==> src/rtl/escd_pkg.sv <==
// Package: shared types, state codes and character constants of the escape decoder.
`default_nettype none

package escd_pkg;

    typedef struct packed {
        logic [7:0] in_byte;
        logic       string_end;
    } t_in_item;

    typedef struct packed {
        logic [7:0] out_byte;
        logic       run_end;
    } t_out_item;

    typedef enum logic [2:0] {
        ST_PLAIN = 3'd0,
        ST_ESC   = 3'd1,
        ST_DEC0  = 3'd2,
        ST_DEC1  = 3'd3,
        ST_DEC2  = 3'd4,
        ST_OCT1  = 3'd5,
        ST_OCT2  = 3'd6,
        ST_HEX   = 3'd7
    } t_scan_state;

    localparam int unsigned QUEUE_DEPTH = 3;

    localparam logic [7:0] CH_NUL       = 8'h00;
    localparam logic [7:0] CH_BACKSLASH = 8'h5C;
    localparam logic [7:0] CH_ZERO      = 8'h30;
    localparam logic [7:0] CH_LOWER_A   = 8'h61;
    localparam logic [7:0] CH_UPPER_A   = 8'h41;
    localparam logic [7:0] CH_B         = 8'h62;
    localparam logic [7:0] CH_D         = 8'h64;
    localparam logic [7:0] CH_E         = 8'h65;
    localparam logic [7:0] CH_F         = 8'h66;
    localparam logic [7:0] CH_N         = 8'h6E;
    localparam logic [7:0] CH_R         = 8'h72;
    localparam logic [7:0] CH_T         = 8'h74;
    localparam logic [7:0] CH_V         = 8'h76;
    localparam logic [7:0] CH_X         = 8'h78;

    localparam logic [7:0] CODE_BS  = 8'h08;
    localparam logic [7:0] CODE_ESC = 8'h1B;
    localparam logic [7:0] CODE_FF  = 8'h0C;
    localparam logic [7:0] CODE_LF  = 8'h0A;
    localparam logic [7:0] CODE_CR  = 8'h0D;
    localparam logic [7:0] CODE_HT  = 8'h09;
    localparam logic [7:0] CODE_VT  = 8'h0B;

    // Value of a hex digit; only meaningful where the byte is one.
    function automatic logic [3:0] hex_digit(input logic [7:0] c);
        logic [7:0] diff;
        begin
            diff = 8'h00;
            if (c inside {[8'h30:8'h39]}) begin
                diff = c - CH_ZERO;
            end else if (c inside {[8'h61:8'h66]}) begin
                diff = c - CH_LOWER_A + 8'd10;
            end else begin
                diff = c - CH_UPPER_A + 8'd10;
            end
            return diff[3:0];
        end
    endfunction

endpackage

`default_nettype wire

==> src/rtl/escape_sequence_decoder_unit.sv <==
// Top level: backslash escape decoder with a three-entry result queue.
// Results are registered into the queue; o_valid offers the oldest one first.
// Throughput: one item per cycle while the output drains one result per cycle;
// an item that gives two results fills the queue further and can hold off the next item.
// o_ready is high while at most one result waits in the queue.
// Reset (synchronous, active low) returns the scanner to plain text and empties the queue.
`default_nettype none

module escape_sequence_decoder_unit (
    input  wire                   i_clk,
    input  wire                   i_rst_n,
    input  wire                   i_valid,
    output logic                  o_ready,
    input  wire escd_pkg::t_in_item i_item,
    output logic                  o_valid,
    input  wire                   i_ready,
    output escd_pkg::t_out_item   o_result
);
    import escd_pkg::*;

    t_scan_state r_state, n_state;
    logic [7:0]  r_value, n_value;
    logic        r_term, n_term;
    logic [1:0]  r_cnt, n_cnt;
    t_out_item   r_q [QUEUE_DEPTH];
    t_out_item   n_q [QUEUE_DEPTH];

    logic        in_acc;
    logic        pop;
    logic [1:0]  cnt_pop;
    logic [1:0]  push_cnt;
    logic [7:0]  res [2];
    t_out_item   sh  [QUEUE_DEPTH];
    t_out_item   res_item [2];

    assign in_acc   = i_valid && o_ready;
    assign pop      = o_valid && i_ready;
    assign o_ready  = (r_cnt <= 2'd1);
    assign o_valid  = (r_cnt != 2'd0);
    assign o_result = r_q[0];

    // Decode one byte: up to two results.
    always_comb begin
        logic [7:0] c;
        logic [7:0] d;
        logic       again;
        c        = i_item.in_byte;
        d        = c - CH_ZERO;
        again    = 1'b0;
        n_state  = r_state;
        n_value  = r_value;
        n_term   = r_term;
        push_cnt = 2'd0;
        res[0]   = 8'h00;
        res[1]   = 8'h00;

        if (in_acc) begin
            if (r_term) begin
                if (i_item.string_end) begin
                    n_state = ST_PLAIN;
                    n_value = 8'h00;
                    n_term  = 1'b0;
                end
            end else if (c == CH_NUL) begin
                if (r_state >= ST_DEC0) begin
                    res[push_cnt[0]] = r_value;
                    push_cnt         = push_cnt + 2'd1;
                end
                n_state = ST_PLAIN;
                n_value = 8'h00;
                n_term  = !i_item.string_end;
            end else begin
                case (r_state)
                    ST_PLAIN: begin
                        again = 1'b0;
                    end
                    ST_ESC: begin
                        n_state = ST_PLAIN;
                        case (c)
                            CH_B: begin res[push_cnt[0]] = CODE_BS;  push_cnt = push_cnt + 2'd1; end
                            CH_E: begin res[push_cnt[0]] = CODE_ESC; push_cnt = push_cnt + 2'd1; end
                            CH_F: begin res[push_cnt[0]] = CODE_FF;  push_cnt = push_cnt + 2'd1; end
                            CH_N: begin res[push_cnt[0]] = CODE_LF;  push_cnt = push_cnt + 2'd1; end
                            CH_R: begin res[push_cnt[0]] = CODE_CR;  push_cnt = push_cnt + 2'd1; end
                            CH_T: begin res[push_cnt[0]] = CODE_HT;  push_cnt = push_cnt + 2'd1; end
                            CH_V: begin res[push_cnt[0]] = CODE_VT;  push_cnt = push_cnt + 2'd1; end
                            CH_D: begin n_value = 8'h00; n_state = ST_DEC0; end
                            CH_X: begin n_value = 8'h00; n_state = ST_HEX;  end
                            default: begin
                                if (c inside {[8'h30:8'h37]}) begin
                                    n_value = d;
                                    n_state = ST_OCT1;
                                end else begin
                                    res[push_cnt[0]] = c;
                                    push_cnt         = push_cnt + 2'd1;
                                end
                            end
                        endcase
                    end
                    ST_DEC0, ST_DEC1, ST_DEC2: begin
                        if (c inside {[8'h30:8'h39]}) begin
                            n_value = {r_value[4:0], 3'b000} + {r_value[6:0], 1'b0} + d;
                            if (r_state == ST_DEC2) begin
                                res[push_cnt[0]] = n_value;
                                push_cnt         = push_cnt + 2'd1;
                                n_value          = 8'h00;
                                n_state          = ST_PLAIN;
                            end else begin
                                n_state = t_scan_state'(r_state + 3'd1);
                            end
                        end else begin
                            again = 1'b1;
                        end
                    end
                    ST_OCT1, ST_OCT2: begin
                        if (c inside {[8'h30:8'h37]}) begin
                            n_value = {r_value[4:0], 3'b000} + d;
                            if (r_state == ST_OCT2) begin
                                res[push_cnt[0]] = n_value;
                                push_cnt         = push_cnt + 2'd1;
                                n_value          = 8'h00;
                                n_state          = ST_PLAIN;
                            end else begin
                                n_state = ST_OCT2;
                            end
                        end else begin
                            again = 1'b1;
                        end
                    end
                    ST_HEX: begin
                        if (c inside {[8'h30:8'h39], [8'h41:8'h46], [8'h61:8'h66]}) begin
                            n_value = {r_value[3:0], hex_digit(c)};
                        end else begin
                            again = 1'b1;
                        end
                    end
                    default: begin
                        n_state = ST_PLAIN;
                    end
                endcase

                // A non-digit closes the number, then the byte is taken as plain text.
                if (again) begin
                    res[push_cnt[0]] = r_value;
                    push_cnt         = push_cnt + 2'd1;
                    n_value          = 8'h00;
                    n_state          = ST_PLAIN;
                end
                if (r_state == ST_PLAIN || again) begin
                    if (c == CH_BACKSLASH) begin
                        n_value = 8'h00;
                        n_state = ST_ESC;
                    end else begin
                        res[push_cnt[0]] = c;
                        push_cnt         = push_cnt + 2'd1;
                    end
                end

                // Flush a pending number at the end; drop a lone backslash.
                if (i_item.string_end) begin
                    if (n_state >= ST_DEC0) begin
                        res[push_cnt[0]] = n_value;
                        push_cnt         = push_cnt + 2'd1;
                    end
                    n_state = ST_PLAIN;
                    n_value = 8'h00;
                    n_term  = 1'b0;
                end
            end
        end
    end

    assign res_item[0] = '{out_byte: res[0], run_end: (push_cnt == 2'd1)};
    assign res_item[1] = '{out_byte: res[1], run_end: 1'b1};

    // Queue: advance on pop, append new results behind what stays.
    always_comb begin
        cnt_pop = r_cnt - {1'b0, pop};
        for (int k = 0; k < QUEUE_DEPTH - 1; k++) begin
            if (pop) begin
                sh[k] = r_q[k + 1];
            end else begin
                sh[k] = r_q[k];
            end
        end
        sh[QUEUE_DEPTH - 1] = r_q[QUEUE_DEPTH - 1];
        for (int k = 0; k < QUEUE_DEPTH; k++) begin
            if (2'(k) < cnt_pop) begin
                n_q[k] = sh[k];
            end else if (2'(k) == cnt_pop) begin
                n_q[k] = res_item[0];
            end else begin
                n_q[k] = res_item[1];
            end
        end
        n_cnt = cnt_pop + push_cnt;
    end

    always_ff @(posedge i_clk) begin
        if (!i_rst_n) begin
            r_state <= ST_PLAIN;
            r_value <= 8'h00;
            r_term  <= 1'b0;
            r_cnt   <= 2'd0;
        end else begin
            r_state <= n_state;
            r_value <= n_value;
            r_term  <= n_term;
            r_cnt   <= n_cnt;
        end
    end

    always_ff @(posedge i_clk) begin
        r_q <= n_q;
    end

`ifndef NO_ASSERTIONS
    a_cnt_bound: assert property (@(posedge i_clk) disable iff (!i_rst_n)
        r_cnt <= 2'd3)
        else $error("result queue overflow");

    a_term_silent: assert property (@(posedge i_clk) disable iff (!i_rst_n)
        in_acc && r_term |=> r_cnt <= $past(r_cnt))
        else $error("item after string terminator produced a result");

    a_end_clears: assert property (@(posedge i_clk) disable iff (!i_rst_n)
        in_acc && i_item.string_end |=> r_state == ST_PLAIN && !r_term && r_value == 8'h00)
        else $error("scanner not cleared after last item of string");

    a_last_marked: assert property (@(posedge i_clk) disable iff (!i_rst_n)
        o_valid && r_cnt == 2'd1 && !r_term && r_state == ST_PLAIN && !in_acc
        |-> o_result.run_end)
        else $error("lone queued result lacks end mark");
`endif

endmodule

`default_nettype wire

==> config.mk <==
export PLATFORM = sky130hd
export DESIGN_NAME = escape_sequence_decoder_unit
export DESIGN_NICKNAME = d
export VERILOG_FILES = /design/src/rtl/escd_pkg.sv /design/src/rtl/escape_sequence_decoder_unit.sv
export SDC_FILE = /design/constraint.sdc
export NUM_CORES = 1
export LEC_CHECK = 0
export BUFFER_PORTS_ARGS = -buffer_cell sky130_fd_sc_hd__buf_2
export CAP_MARGIN = 20
export CORE_ASPECT_RATIO = 1.2
export CORE_MARGIN = 3
export CORE_UTILIZATION = 42
export CTS_CLUSTER_DIAMETER = 30
export CTS_CLUSTER_SIZE = 16
export DETAILED_ROUTE_END_ITERATION = 10
export PLACE_DENSITY = 0.59
export RECOVER_POWER = 25
export SYNTH_ARGS = -nofsm -noshare
export SYNTH_HDL_FRONTEND = slang
export SYNTH_SLANG_ARGS = --single-unit
export TNS_END_PERCENT = 20
==> constraint.sdc <==
create_clock -name i_clk -period 7.67 [get_ports i_clk]
set_input_delay 0.3835 -clock i_clk [delete_from_list [all_inputs] [get_ports i_clk]]
set_output_delay 0.3835 -clock i_clk [all_outputs]
set_load 0.02 [all_outputs]
==> summary.md <==
| Metric | Value |
|---|---|
| Clock net sink count | `41` |
| Highest net fanout along the worst path | `15` |
| Final instance area | `0.004937 sq mm` |
| Slew @ Worst Pin | `0.7956 ns` |
| Worst setup EP type | `flip-flop` |
| Avg Inst Size Synth | `8.696 sq um` |
| Cell leakage power | `1.900 nW` |
| Final total power | `0.9598 mW` |
| Cell variety after synth | `94` |
| Most frequent cells in the layout | `nand2_1 (63), a21oi_1 (32), o21ai_0 (31)` |
| Final HPWL DP | `12090 microns` |
| VDD IR max | `0.1210 mV` |
| Boundary Pins | `24` |
| First-pass GRT wire length | `24100 microns` |
| Core Rows | `41` |
| WL per Instance | `22.87 microns` |
| Cells on worst reg2reg path | `16` |
| Clock Tree Root | `clkbuf_16` |
| Vert. Die Dim | `121.7 microns` |
| Layout cells sized above 1 | `11.11%` |
| Initial antenna violation count | `1` |
| Status | `finished, final reports clean` |
| Yosys warning total | `0` |
| Max-cap violations | `0` |
| Slew HR | `46.96%` |
| Syn Inst Count | `539` |
| CP startpoint kind | `input port` |
| Fillers | `1042` |
| Worst Path Arrival | `4.96 ns` |
| Async set-reset flop share out of synthesis | `0%` |
| Hold_sp | `i_rst_n` |
| RSZ-0062 raised after global routing | `no` |
| Hold Vio Cnt, Final | `0` |
| Vias | `4392` |
| Syn_nets | `588` |
| H-tree depth | `2` |
| Worst R2R Start | `r_state[2]` |
| Fmax | `208.8 MHz` |
| DR vias/cell | `6.565` |
| Overall Global Routing Usage | `25.07%` |
| Iter 0 DRT Violations | `371` |
| GP Congestion | `0.9909` |
| DP Area | `0.004781 sq mm` |
| # setup viols final | `0` |
| Post-CTS sizing | `0` |
| Antenna diodes | `0` |
| I/O Buffers | `23` |
| Routed wire length | `15300 microns` |
| Commonest non-fill, non-tap cell in the layout | `nand2_1` |
| Area grow syn2layout | `5.339%` |
| Tmin final | `4.789 ns` |
| Post-route ant nets | `0` |
| CTS tree | `built` |
| Number of synthesized register bits | `41` |
| TritonRoute pass-1 iters | `6` |
| Final nets | `588` |
| Worst Setup SP | `i_item[2]` |
| Clk_lat worst skew | `0.28 ns` |
| EDFF count, synth | `27` |
| Num CTS Buffers | `5` |
| # DRC | `0` |
| Pwr/cell area | `194.4 mW/mm^2` |
| Starting Density | `43.72%` |
| Max Transition Viols Final | `0` |
| Overflow after GRT | `0` |
| CTS max path bufs | `2` |
| Hold Path Depth | `2` |
| Sequential cell area fraction in the yosys report | `23.28%` |
| Worst-path clk slew | `0.06 ns` |
| Fin Clk Skew | `0.006524 ns` |
| Die width | `102.4 microns` |
| Ys flop type | `edfxtp_1` |
| Core area | `0.01072 sq mm` |
| Synthesized cell area | `0.004687 sq mm` |
| Post-CTS setup buffers | `0` |
| CP required | `7.85 ns` |
| Worst hold slack | `0.4769 ns` |
| Hold/Removal Path Class | `in2reg` |
| Final period util | `62.43%` |
| Number of global-route vias before repair | `4261` |
| Hold bufs inserted after CTS | `0` |
| Largest net degree at the start of global routing | `24` |
| Fin Setup TNS | `0 ns` |
| Class of the most critical setup path | `in2reg` |
| Die Area | `0.01247 sq mm` |
layout make-up:
class                   count  area, sq um  share of cell area [%]
inverters                  28        105.1                   2.129
multi-input cells         437         3286                   66.55
clock inverters             2        36.28                  0.7349
clock buffers               6        138.9                   2.813
repair buffers             26        118.9                   2.407
well taps                 129        161.4                   3.269
flip-flops and latches     41         1091                   22.10
final timing paths:
path	end	slack, ns
setup / recovery	r_cnt[1]	2.88
hold / removal	r_term	0.48
setup reg to reg	r_cnt[1]	3.23
hold reg to reg	o_result[8]	0.52
sequential cells by signal, summed over array words and instances, names as in the netlist:
| name | flops |
|---|---|
| r_cnt | 2 |
| o_result | 9 |
| r_q | 18 |
| r_state | 3 |
| r_term | 1 |
| r_value | 8 |
Yosys cell counts, drive strengths merged, types with 4 or more instances:
library cell	instances	area, sq um
or3	5	31.28
inv	28	105.1
clkbuf	9	33.78
dfxtp	14	280.3
a22o	9	78.83
and3	6	37.54
o221ai	12	135.1
xnor2	11	96.34
fa	6	120.1
nand3	11	55.05
mux2	5	56.30
nor2b	14	87.58
and2	11	68.82
o22ai	7	50.05
nor2	27	113.9
o31ai	5	37.54
a32oi	6	60.06
o21ai	39	198.9
a31oi	4	40.04
mux2i	6	63.81
nor3	12	81.33
o211ai	8	65.06
xor2	6	52.55
nand3b	4	42.54
a32o	6	60.06
a21oi	35	201.4
a21o	9	68.82
a22oi	11	82.58
ha	30	375.4
a221o	4	40.04
nand2	63	236.5
a211oi	4	42.54
buf	24	171.4
edfxtp	27	810.8
cell families (layout without fill, tap and decap cells):
family                   after synthesis  in the layout  share of synthesized area [%]
multiplexers                          11             11                          2.563
adder cells (fa/ha/maj)               36             36                          10.57
AO/OA/AOI/OAI                        198            198                          33.16
XOR/XNOR                              18             18                          3.657
buffers and inverters                 61             62                          6.620
flip-flops                            41             41                          23.28
AND/OR/NAND/NOR                      174            174                          20.16
worst max-delay path, stage by stage:
cell and delay, ns:
clkbuf_1 0.48, inv_1 0.22, ha_1 0.35, o21bai_1 0.37
a31oi_4 0.19, nand4_1 0.35, nand2_1 0.20, nor2_1 0.32
inv_1 0.08, ha_1 0.40, nor3_4 0.57, nor2_1 0.11
xor2_1 0.19, o22a_1 0.19, ha_1 0.18, xnor2_1 0.18
xnor2_1 0.14, nor2b_1 0.06
power breakdown:
| group | total [mW] | internal [mW] | switching (mW) |
|---|---|---|---|
| clock | 0.245 | 0.162 | 0.0830 |
| combinational | 0.369 | 0.107 | 0.262 |
| sequential | 0.345 | 0.329 | 0.0156 |
metrics by stage:
stage	instances	utilization [%]	worst slack [ns]
floorplan	539	-	3.743
global placement	661	44.59	3.017
detailed placement	661	44.59	2.960
CTS	669	46.22	3.256
global route	669	46.05	2.556
finish	669	46.05	2.881
layer usage:
metal / vias up / global-route usage (%) / wire length (microns)
li1: 2056 / - / -
met1: 2100 / 30.76 / 6092
met2: 189 / 42.49 / 7655
met3: 45 / 2.062 / 712
met4: 2 / 14.27 / 822
met5: - / 0 / 15
Power figures use the tool's default switching activity.
